### src/ps2mct_pkg.sv
// shared types and constants for the ps/2 mouse cursor tracker
// request and response payload structs, request codes, reset values
package ps2mct_pkg;

   localparam int unsigned POS_W      = 12;
   localparam int unsigned LIMIT_W    = 13;
   localparam int unsigned DEBOUNCE_W = 8;
   localparam int unsigned TICK_W     = 32;
   localparam int unsigned IDX_W      = 2;
   localparam int unsigned CSR_ADDR_W = 2;
   localparam int unsigned CSR_DATA_W = 13;

   localparam logic [1:0] REQ_BYTE    = 2'd0;
   localparam logic [1:0] REQ_PRESS   = 2'd1;
   localparam logic [1:0] REQ_RELEASE = 2'd2;

   localparam logic [CSR_ADDR_W-1:0] CSR_SCREEN_WIDTH  = 2'd0;
   localparam logic [CSR_ADDR_W-1:0] CSR_SCREEN_HEIGHT = 2'd1;
   localparam logic [CSR_ADDR_W-1:0] CSR_DEBOUNCE      = 2'd2;

   localparam logic [IDX_W-1:0] IDX_FLAGS = 2'd0;
   localparam logic [IDX_W-1:0] IDX_DX    = 2'd1;
   localparam logic [IDX_W-1:0] IDX_DY    = 2'd2;

   localparam logic [LIMIT_W-1:0]    LIMIT_MIN = 13'd1;
   localparam logic [LIMIT_W-1:0]    LIMIT_MAX = 13'd4096;

   localparam logic [LIMIT_W-1:0]    WIDTH_RESET    = 13'd800;
   localparam logic [LIMIT_W-1:0]    HEIGHT_RESET   = 13'd600;
   localparam logic [DEBOUNCE_W-1:0] DEBOUNCE_RESET = 8'd10;
   localparam logic [POS_W-1:0]      POS_X_RESET    = 12'd400;
   localparam logic [POS_W-1:0]      POS_Y_RESET    = 12'd300;

   localparam int unsigned LEFT_BUTTON_BIT = 0;

   typedef struct packed {
      logic [1:0]        req_type;
      logic              out_full;
      logic              aux_data;
      logic [7:0]        data_byte;
      logic [TICK_W-1:0] now_ticks;
   } req_type_type;

   typedef struct packed {
      logic [POS_W-1:0] cursor_x;
      logic [POS_W-1:0] cursor_y;
      logic             left_held;
      logic             packet_done;
      logic             press_event;
      logic             release_event;
   } rsp_type;

endpackage

### src/ps2mct_axis.sv
// one cursor axis update: position plus signed delta, clamped to 0..limit-1, with limit first clamped to 1..4096
// depends on ps2mct_pkg
module ps2mct_axis (
   input  logic [ps2mct_pkg::POS_W-1:0]   pos,
   input  logic signed [8:0]              delta,
   input  logic [ps2mct_pkg::LIMIT_W-1:0] limit,
   output logic [ps2mct_pkg::POS_W-1:0]   pos_next
);

   logic [ps2mct_pkg::LIMIT_W-1:0] lim_eff;
   logic [ps2mct_pkg::LIMIT_W-1:0] top;
   logic signed [13:0]             sum;

   always_comb begin
      if (limit == '0) begin
         lim_eff = ps2mct_pkg::LIMIT_MIN;
      end else if (limit > ps2mct_pkg::LIMIT_MAX) begin
         lim_eff = ps2mct_pkg::LIMIT_MAX;
      end else begin
         lim_eff = limit;
      end
      top = lim_eff - ps2mct_pkg::LIMIT_MIN;
      sum = $signed({2'b00, pos}) + $signed({{5{delta[8]}}, delta});
      if (sum[13]) begin
         pos_next = '0;
      end else if (sum[12:0] > top) begin
         pos_next = top[ps2mct_pkg::POS_W-1:0];
      end else begin
         pos_next = sum[ps2mct_pkg::POS_W-1:0];
      end
   end

endmodule

### src/ps2_mouse_cursor_tracker_core.sv
// ps/2 mouse cursor tracker: three-byte packet assembly, cursor clamp, button edges
// depends on ps2mct_pkg and ps2mct_axis
// response path: an accepted request goes to the request register, then to the response register
// throughput: one request per cycle while responses are taken; while a response waits,
// the request register takes one more request, and then both registers are full
// reset: synchronous, cursor at 400,300, limits 800x600, debounce 10, packet index 0
module ps2_mouse_cursor_tracker_core (
   input  logic                                clock,
   input  logic                                reset,
   input  logic                                req_valid,
   output logic                                req_ready,
   input  ps2mct_pkg::req_type_type            req_payload,
   output logic                                rsp_valid,
   input  logic                                rsp_ready,
   output ps2mct_pkg::rsp_type                 rsp_payload,
   input  logic                                csr_valid,
   output logic                                csr_ready,
   input  logic [ps2mct_pkg::CSR_ADDR_W-1:0]   csr_index,
   input  logic [ps2mct_pkg::CSR_DATA_W-1:0]   csr_data
);

   logic                                 in_valid_ff, in_valid_in;
   ps2mct_pkg::req_type_type             in_data_ff;
   logic                                 rsp_valid_ff, rsp_valid_in;
   ps2mct_pkg::rsp_type                  rsp_data_ff, rsp_data_in;

   logic [ps2mct_pkg::LIMIT_W-1:0]       width_ff, width_in;
   logic [ps2mct_pkg::LIMIT_W-1:0]       height_ff, height_in;
   logic [ps2mct_pkg::DEBOUNCE_W-1:0]    debounce_ff, debounce_in;

   logic [ps2mct_pkg::POS_W-1:0]         pos_x_ff, pos_x_in;
   logic [ps2mct_pkg::POS_W-1:0]         pos_y_ff, pos_y_in;
   logic [ps2mct_pkg::IDX_W-1:0]         byte_idx_ff, byte_idx_in;
   logic [7:0]                           flags_ff, flags_in;
   logic [7:0]                           dx_ff, dx_in;
   logic                                 btn_now_ff, btn_now_in;
   logic                                 btn_before_ff, btn_before_in;
   logic [ps2mct_pkg::TICK_W-1:0]        last_press_ff, last_press_in;

   logic                                 advance;
   logic                                 req_fire;
   logic signed [8:0]                    delta_x;
   logic signed [8:0]                    delta_y;
   logic [ps2mct_pkg::POS_W-1:0]         new_x;
   logic [ps2mct_pkg::POS_W-1:0]         new_y;
   logic [ps2mct_pkg::IDX_W-1:0]         idx_cur;
   logic [ps2mct_pkg::TICK_W-1:0]        since_press;

   assign advance   = in_valid_ff && (!rsp_valid_ff || rsp_ready);
   assign req_ready = !in_valid_ff || advance;
   assign req_fire  = req_valid && req_ready;
   assign csr_ready = 1'b1;

   assign rsp_valid   = rsp_valid_ff;
   assign rsp_payload = rsp_data_ff;

   assign delta_x = $signed({dx_ff[7], dx_ff});
   assign delta_y = -$signed({in_data_ff.data_byte[7], in_data_ff.data_byte});

   ps2mct_axis u_axis_x (
      .pos      (pos_x_ff),
      .delta    (delta_x),
      .limit    (width_ff),
      .pos_next (new_x)
   );

   ps2mct_axis u_axis_y (
      .pos      (pos_y_ff),
      .delta    (delta_y),
      .limit    (height_ff),
      .pos_next (new_y)
   );

   always_comb begin
      in_valid_in   = in_valid_ff;
      rsp_valid_in  = rsp_valid_ff;
      rsp_data_in   = rsp_data_ff;
      width_in      = width_ff;
      height_in     = height_ff;
      debounce_in   = debounce_ff;
      pos_x_in      = pos_x_ff;
      pos_y_in      = pos_y_ff;
      byte_idx_in   = byte_idx_ff;
      flags_in      = flags_ff;
      dx_in         = dx_ff;
      btn_now_in    = btn_now_ff;
      btn_before_in = btn_before_ff;
      last_press_in = last_press_ff;
      idx_cur       = (byte_idx_ff > ps2mct_pkg::IDX_DY) ? ps2mct_pkg::IDX_FLAGS : byte_idx_ff;
      since_press   = in_data_ff.now_ticks - last_press_ff;

      if (csr_valid) begin
         unique case (csr_index)
            ps2mct_pkg::CSR_SCREEN_WIDTH:  width_in    = csr_data;
            ps2mct_pkg::CSR_SCREEN_HEIGHT: height_in   = csr_data;
            ps2mct_pkg::CSR_DEBOUNCE:      debounce_in = csr_data[ps2mct_pkg::DEBOUNCE_W-1:0];
            default: ;
         endcase
      end

      if (rsp_valid_ff && rsp_ready) begin
         rsp_valid_in = 1'b0;
      end

      if (advance) begin
         in_valid_in                 = 1'b0;
         rsp_valid_in                = 1'b1;
         rsp_data_in.packet_done     = 1'b0;
         rsp_data_in.press_event     = 1'b0;
         rsp_data_in.release_event   = 1'b0;
         unique case (in_data_ff.req_type)
            ps2mct_pkg::REQ_BYTE: begin
               if (in_data_ff.out_full && in_data_ff.aux_data) begin
                  unique case (idx_cur)
                     ps2mct_pkg::IDX_FLAGS: begin
                        flags_in    = in_data_ff.data_byte;
                        byte_idx_in = ps2mct_pkg::IDX_DX;
                     end
                     ps2mct_pkg::IDX_DX: begin
                        dx_in       = in_data_ff.data_byte;
                        byte_idx_in = ps2mct_pkg::IDX_DY;
                     end
                     default: begin
                        pos_x_in                = new_x;
                        pos_y_in                = new_y;
                        btn_now_in              = flags_ff[ps2mct_pkg::LEFT_BUTTON_BIT];
                        byte_idx_in             = ps2mct_pkg::IDX_FLAGS;
                        rsp_data_in.packet_done = 1'b1;
                     end
                  endcase
               end
            end
            ps2mct_pkg::REQ_PRESS: begin
               if (btn_now_ff && !btn_before_ff) begin
                  if (since_press >= {{(ps2mct_pkg::TICK_W - ps2mct_pkg::DEBOUNCE_W){1'b0}},
                                      debounce_ff}) begin
                     rsp_data_in.press_event = 1'b1;
                     last_press_in           = in_data_ff.now_ticks;
                     btn_before_in           = btn_now_ff;
                  end
               end else begin
                  btn_before_in = btn_now_ff;
               end
            end
            ps2mct_pkg::REQ_RELEASE: begin
               rsp_data_in.release_event = !btn_now_ff && btn_before_ff;
               btn_before_in             = btn_now_ff;
            end
            default: ;
         endcase
         rsp_data_in.cursor_x  = pos_x_in;
         rsp_data_in.cursor_y  = pos_y_in;
         rsp_data_in.left_held = btn_now_in;
      end

      if (req_fire) begin
         in_valid_in = 1'b1;
      end
   end

   always_ff @(posedge clock) begin
      if (reset) begin
         in_valid_ff   <= 1'b0;
         rsp_valid_ff  <= 1'b0;
         width_ff      <= ps2mct_pkg::WIDTH_RESET;
         height_ff     <= ps2mct_pkg::HEIGHT_RESET;
         debounce_ff   <= ps2mct_pkg::DEBOUNCE_RESET;
         pos_x_ff      <= ps2mct_pkg::POS_X_RESET;
         pos_y_ff      <= ps2mct_pkg::POS_Y_RESET;
         byte_idx_ff   <= ps2mct_pkg::IDX_FLAGS;
         btn_now_ff    <= 1'b0;
         btn_before_ff <= 1'b0;
         last_press_ff <= '0;
      end else begin
         in_valid_ff   <= in_valid_in;
         rsp_valid_ff  <= rsp_valid_in;
         width_ff      <= width_in;
         height_ff     <= height_in;
         debounce_ff   <= debounce_in;
         pos_x_ff      <= pos_x_in;
         pos_y_ff      <= pos_y_in;
         byte_idx_ff   <= byte_idx_in;
         btn_now_ff    <= btn_now_in;
         btn_before_ff <= btn_before_in;
         last_press_ff <= last_press_in;
      end
   end

   always_ff @(posedge clock) begin
      if (req_fire) begin
         in_data_ff <= req_payload;
      end
      rsp_data_ff <= rsp_data_in;
      flags_ff    <= flags_in;
      dx_ff       <= dx_in;
   end

   a_idx_range: assert property (@(posedge clock) disable iff (reset)
      byte_idx_ff != 2'd3)
      else $error("packet byte index out of range");

   a_done_no_event: assert property (@(posedge clock) disable iff (reset)
      rsp_valid_ff && rsp_data_ff.packet_done |->
         !rsp_data_ff.press_event && !rsp_data_ff.release_event)
      else $error("packet completion flagged together with a button event");

   a_one_event: assert property (@(posedge clock) disable iff (reset)
      rsp_valid_ff |-> !(rsp_data_ff.press_event && rsp_data_ff.release_event))
      else $error("press and release reported on one response");

   a_req_lands: assert property (@(posedge clock) disable iff (reset)
      req_valid && req_ready |=> in_valid_ff)
      else $error("accepted request lost from request register");

   a_hold_stalled: assert property (@(posedge clock) disable iff (reset)
      in_valid_ff && !advance |=> in_valid_ff && $stable(in_data_ff))
      else $error("stalled request changed before it was processed");

endmodule
### config.mk
export PLATFORM = sky130hd
export DESIGN_NAME = ps2_mouse_cursor_tracker_core
export DESIGN_NICKNAME = d
export VERILOG_FILES = /design/src/ps2mct_pkg.sv /design/src/ps2mct_axis.sv /design/src/ps2_mouse_cursor_tracker_core.sv
export SDC_FILE = /design/constraint.sdc
export NUM_CORES = 1
export LEC_CHECK = 0
export BUFFER_PORTS_ARGS = -buffer_cell sky130_fd_sc_hd__buf_2
export CAP_MARGIN = 5
export CORE_MARGIN = 2
export CORE_UTILIZATION = 60
export CTS_CLUSTER_DIAMETER = 60
export CTS_CLUSTER_SIZE = 12
export DETAILED_ROUTE_END_ITERATION = 7
export PLACE_DENSITY = 0.85
export SYNTH_ARGS = -nofsm -noshare
export SYNTH_HDL_FRONTEND = slang
export SYNTH_SLANG_ARGS = --single-unit
### constraint.sdc
create_clock -name clock -period 11.6 [get_ports clock]
set_input_delay 1.16 -clock clock [delete_from_list [all_inputs] [get_ports clock]]
set_output_delay 1.16 -clock clock [all_outputs]
set_load 0.05 [all_outputs]
* Word level (Yosys, flattened, before mapping)
Cells that the tools add are included.
** Storage, ports and cells
- Bits in registers :: 177
- Bits of input ports :: 64
- Output and inout port bits :: 31
- Logic and storage cells :: 101
** Cells by class
- $add $sub $neg :: 6
- $lt $le $gt $ge :: 6
- Eq/ne operators :: 6
- Mux-type cells :: 28
- Reductions and logical operators :: 31
** Operators with widths (number)
- two-way mux 12 bit :: 10
- two-way mux 13 bit :: 4
- greater-or-equal comparator 32 x 8 -> 1 bit :: 1
- subtractor 32 bit :: 1
- > comparator 13 bit :: 2
- > comparator 13 bit (second input constant) :: 2
- zero test 13 bit :: 2
- subtractor 13 x 1 -> 13 bit (second input constant) :: 2
- adder 13 x 8 -> 14 bit :: 1
- adder 13 x 9 -> 14 bit :: 1
- AND reduction 4 bit :: 3
- two-way mux 1 bit :: 11
- AND reduction 2 bit :: 5
- negator 8 -> 9 bit :: 1
- equality test 2 x 1 -> 1 bit (second input constant) :: 3
- logical AND 1 bit :: 6
- zero test 2 bit :: 3
- AND reduction 3 bit :: 2
- nonzero test 2 bit :: 3
- equality test 2 bit (second input constant) :: 2
- zero test 1 bit :: 4
- case mux 2 bit (2 select lines) :: 1
- != test 3 bit (second input constant) :: 1
- > comparator 2 bit (second input constant) :: 1
- other kinds (4) :: 5

* Logic depth before layout (Yosys ltp)
- Word-level depth :: 10
- Mapped depth :: 25
- Gate-level depth less buffers :: 23

* By module
Synthesis repeated with hierarchy kept, for this count alone.
** Second synthesis, totals
- Cell total of the unflattened synthesis :: 1332
- Area, all modules :: 11902.7 µm²
** Modules (own cells, without submodules)
- ps2_mouse_cursor_tracker_core :: times used 1, cells each 904, area each 8917.3 µm², seq. area each 4354.2 µm²
- ps2mct_axis :: times used 2, cells each 214, area each 1492.7 µm², seq. area each 0.0 µm²

* Worst setup path after synthesis
Ideal clock, no wire load.
- Kind :: register to register
- Start :: register in_data_ff[32] (netlist bit)
- End :: register rsp_data_ff, in the netlist rsp_payload[10], data pin
- Library setup time :: 267 ps
- Arrival :: 4384 ps
- Required time :: 11333 ps
- Slack :: 6949 ps
- Cell stages (with the launch flop) :: 22
- Path buffers :: 2
- Period minus slack after synthesis :: 4651 ps
- Cell sequence :: edfxtp_1 > ha_1 > inv_1 > fa_1 > a21o_1 > a21oi_1 > o21bai_1 > a21oi_1 > o21ai_0 > or4b_2 > nand4b_1 > ha_1 > a21o_1 > a21o_1 > a21oi_1 > o21ai_0 > o21ai_0 > clkbuf_1 > clkbuf_1 > o21ai_0 > nand2_1 > o21ai_0
** Between the ends
- Word-level cells in the longest chain between the ends :: 8
** RTL lines
- from (decl) :: RTL line ps2_mouse_cursor_tracker_core.sv:23 : ps2mct_pkg::req_type_type in_data_ff;
- from (signal assigned) :: RTL line ps2_mouse_cursor_tracker_core.sv:191 : in_data_ff <= req_payload;
- negator 8 -> 9 bit (*) :: RTL line ps2_mouse_cursor_tracker_core.sv:58 : assign delta_y = -$signed({in_data_ff.data_byte[7], in_data_ff.data_byte});
- adder 13 x 9 -> 14 bit (*) :: RTL line ps2mct_axis.sv:23 : sum = $signed({2'b00, pos}) + $signed({{5{delta[8]}}, delta});
- > comparator 13 bit :: RTL line ps2mct_axis.sv:26 : end else if (sum[12:0] > top) begin
- two-way mux 12 bit :: RTL line ps2mct_axis.sv:26
- two-way mux 12 bit (*) :: RTL line ps2mct_axis.sv:24 : if (sum[13]) begin
- two-way mux 12 bit (*) :: RTL line ps2_mouse_cursor_tracker_core.sv:114 : unique case (idx_cur)
- two-way mux 12 bit (*) :: RTL line ps2_mouse_cursor_tracker_core.sv:113 : if (in_data_ff.out_full && in_data_ff.aux_data) begin
- two-way mux 12 bit (*) :: RTL line ps2_mouse_cursor_tracker_core.sv:111 : unique case (in_data_ff.req_type)
- to (signal assigned) :: RTL line ps2_mouse_cursor_tracker_core.sv:193 : rsp_data_ff <= rsp_data_in;
- to (decl) :: RTL line ps2_mouse_cursor_tracker_core.sv:25 : ps2mct_pkg::rsp_type rsp_data_ff, rsp_data_in;
Every way passes the cells marked *; elsewhere a longest branch is shown, timed or not.
A chain may end at the register's enable or synchronous reset.

* Worst setup path in the final report
- Start :: register pos_y_ff[0] (netlist bit)
- End :: register rsp_data_ff, in the netlist rsp_payload[12], data pin
** Between the ends
- Word-level cells in the longest chain between the ends :: 7
** RTL lines
- from (decl) :: RTL line ps2_mouse_cursor_tracker_core.sv:32 : logic [ps2mct_pkg::POS_W-1:0] pos_y_ff, pos_y_in;
- from (signal assigned) :: RTL line ps2_mouse_cursor_tracker_core.sv:169 : pos_y_ff <= ps2mct_pkg::POS_Y_RESET;
- from (signal assigned) :: RTL line ps2_mouse_cursor_tracker_core.sv:181 : pos_y_ff <= pos_y_in;
- adder 13 x 9 -> 14 bit (*) :: RTL line ps2mct_axis.sv:23
- > comparator 13 bit :: RTL line ps2mct_axis.sv:26
- two-way mux 12 bit :: RTL line ps2mct_axis.sv:26
- two-way mux 12 bit (*) :: RTL line ps2mct_axis.sv:24
- two-way mux 12 bit (*) :: RTL line ps2_mouse_cursor_tracker_core.sv:114
- two-way mux 12 bit (*) :: RTL line ps2_mouse_cursor_tracker_core.sv:113
- two-way mux 12 bit (*) :: RTL line ps2_mouse_cursor_tracker_core.sv:111
Marks and branches as above.

==> impl_metrics.csv <==
group,metric,value,unit
placement,final_weighted_congestion_in_routability_driven_placement,0.9332,
global_route,antenna_violations_before_repair,0,
setup_path,critical_path_peak_fanout,14,
layout,commonest_non_fill_non_tap_cell_in_the_layout,"nand2_1",
global_route,track_usage,0.2703,
clocking,cts_tree,"done",
clocking,cts.root.buffer_cell,"clkbuf_16",
clocking,cts.reportedPaths.clkPinSlew,70,ps
die,initial_core_util,0.6175,
yosys,ys_seq_elements,177,
sta,rsz_0062_raised_after_global_routing,"false",
sta,tightest_slew,1134,ps
placement,count_of_input_and_output_buffers,93,
layout,layout.core_utilization,0.6782,
yosys,post_synth.cell_area_avg,9.035,µm²
layout,post_layout_nonfiller_instances,1628,
route,total_routed_length,26780,µm
route,dr_total_vias,9654,
global_route,global_route_wire_length_before_repair,44240,µm
placement,detailedPlace.worstSlack,6541,ps
setup_path,critical_path.endpoint_type,"register",
yosys,postSynthNetCount,1449,
route,firstDrtPassIters,6,
yosys,syn_inst,1287,
clocking,cts-buffers-inserted,17,
die,die_height,143.2,µm
setup_path,critical_path_class,"reg2reg",
sta,layout_worst_path_cycle_share,0.4454,
layout,antenna_cells_inserted,0,
die,placeableCoreArea,18830,µm²
sta,timing.fmax,193.6,MHz
yosys,netlist_cell_types,89,
setup_path,timing.critical_path.required,11800,ps
layout,fraction_of_final_layout_cells_with_drive_strength_greater_than_1,0.1228,
die,num_rows,50,
clocking,cts_hold_buffers,0,
hold_path,worstHoldPathType,"reg2reg",
yosys,postSynth.asyncResetShare,0,
sta,hold_violations,0,
flow_run,cap_violations,0,
clocking,cts-root-to-sink-buffers,2,
global_route,grt_max_degree,133,
setup_path,critical-path-max-stage-delay,650,ps
sta,final_max_slew_viol_count,0,
route,drt_drc_violations_left,0,
clocking,cts.htree.levels,4,
sta,setup_total_negative_slack,0,ps
placement,place.detailed.instances,1596,
layout,layout_common_cells,"nand2_1, a21oi_1, dfxtp_1",
die,io-pin-count,95,
setup_path,worst_r2r_path_depth,21,
power_and_ir_drop,leakagePower,4.953,nW
route,via_density_per_instance,5.930,
yosys,synth_seq_area_share,0.3744,
sta,worst_clock_skew,9.410,ps
layout,nNetsFinal,1517,
yosys,ys_warn_count,0,
power_and_ir_drop,worst_case_vdd_ir_drop,0.1131,mV
route,route.detailed.wl_per_inst,16.45,µm
run_status,status,"completed",
clocking,cts_repair_resize_count,0,
clocking,clkSinkCount,177,
die,dieWidth,143.2,µm
clocking,cts.repair_timing.setup_buffer_count,0,
hold_path,holdPathStages,0,
yosys,synth-edff-count,81,
global_route,number_of_global_route_vias_before_repair,9154,
global_route,grt_remaining_overflow,0,
placement,dp.final_hpwl,19240,µm
sta,setup_ws,6434,ps
yosys,combined_area_of_all_synthesized_cells,11630,µm²
route,detailedRoute.firstIterationViolations,867,
setup_path,setup.worst_path.start_class,"register",
power_and_ir_drop,powerDensity,115.2,nW/µm²
setup_path,master_of_the_slowest_instance_on_the_critical_path,"or4b_2",
yosys,synth-main-ff-cell,"dfxtp_1",
layout,area_growth_syn_to_layout,9.824,%
clocking,worstSkewPairLatency,450,ps
sta,final.min_clock_period,5166,ps
sta,setup_viol_count_final,0,
route,drt.antenna.violating_nets,0,
setup_path,critical_path.cell_chain,"inv_1, ha_1, inv_1, fa_1, a21o_1, a21oi_1, o21bai_1, a21oi_1, o21ai_0, or4b_2, nand4b_1, ha_1, a21o_1, a21o_1, a21oi_1, o21ai_0, o21ai_1, buf_4, mux2i_1, nor2b_1, mux2_2",
setup_path,arrival,5360,ps
die,die-area,20510,µm²
sta,relSlewSlack,0.2414,
==> critical path, delay by kind of cell (launching register included) <==
kind	cells	cell delay, ps
mux	2	490
simple gates	3	860
fa+ha+maj	3	840
buf+inv	3	450
compound gates	10	1970
flops	1	330
==> report_power, final <==
| part | total, mW | switching, mW | internal (mW) |
|---|---|---|---|
| combinational | 0.228 | 0.138 | 0.0901 |
| clock | 0.560 | 0.261 | 0.299 |
| sequential | 0.683 | 0.0132 | 0.670 |
==> final timing paths <==
check / startpoint / slack [ps] / end
worst max-delay path: pos_y_ff[0] / 6430 / rsp_payload[12]
worst min-delay path: in_data_ff[35] / 470 / dx_ff[3]
worst max register to register: pos_y_ff[0] / 6430 / rsp_payload[12]
worst min register to register: in_data_ff[35] / 470 / dx_ff[3]
==> cell type report <==
cell class | count | area (µm²)
clock inverter | 14 | 130.1
multi-input combinational | 980 | 6719
tap | 260 | 325.3
sequential | 177 | 4354
clock buffer | 18 | 429.2
fill | 1447 | 6060
inverter | 80 | 300.3
timing repair buffer | 99 | 513.0
==> stage by stage <==
step / area, µm² / power [mW] / hold slack (ps)
after floorplan: 11630 / 0.8608 / 426.4
after CTS: 12770 / 1.475 / 463.0
after global routing: 12770 / 1.527 / 477.3
final: 12770 / 1.471 / 469.9
after detailed placement: 12210 / 0.9192 / 445.8
after global placement: 12210 / 0.9138 / 432.9
==> registers in the layout, indices dropped and copies added (netlist names) <==
register       cells
rsp_payload       28
last_press_ff     32
pos_x_ff          12
width_ff          13
in_data_ff        44
flags_ff           1
height_ff         13
pos_y_ff          12
rsp_valid          1
in_valid_ff        1
btn_now_ff         1
debounce_ff        8
btn_before_ff      1
dx_ff              8
byte_idx_ff        2
==> cells in the mapped netlist, types with 4 or more instances <==
cell	instances	area [µm²]
a211oi_1	8	60.06
nor4_1	7	43.79
o211ai_1	11	82.58
a21oi_2	4	35.03
nand4_1	10	62.56
o31a_1	4	35.03
or2_2	5	31.28
xnor2_1	33	289.0
o21ai_0	80	400.4
nor2b_1	17	106.4
a211o_1	8	70.07
nor2_1	77	289.0
o21bai_1	10	75.07
clkbuf_1	36	135.1
or3_1	12	75.07
o21a_1	19	142.6
a21oi_1	104	520.5
dfxtp_1	96	1922
a21o_1	22	165.2
edfxtp_1	81	2432
and2_1	5	31.28
o31ai_1	11	82.58
and3_1	10	62.56
mux2i_1	46	460.4
nand2b_1	77	481.7
a22o_1	4	35.03
inv_1	79	296.5
buf_4	4	30.03
nand4b_1	4	35.03
ha_1	95	1189
nand2_1	148	555.5
nand3_1	15	75.07
buf_2	4	20.02
nand3b_1	26	195.2
mux2_2	4	45.04
nor3_1	20	100.1
xor2_1	14	122.6
==> kinds of logic after synthesis <==
group	count (synthesis)	synth area share
AND/OR/NAND/NOR	454	0.2026
AO/OA/AOI/OAI	330	0.1879
multiplexers	50	0.04347
XOR/XNOR	47	0.03540
other	1	0.0003225
flip-flops	177	0.3744
buffers and inverters	130	0.04853
adder cells (fa/ha/maj)	98	0.1074
==> metal layers <==
layer  GRT usage  vias to the layer above  part of all wire  routed length (µm)
met1      0.3569                     4515              0.44               11770
li1            -                     4730                 -                   -
met3     0.04896                       59             0.063                1683
met2      0.4493                      350              0.48               12720
met4     0.09030                        0             0.023                 604
met5           0                        -                 0                   0
(Power assumes the default switching activity.)
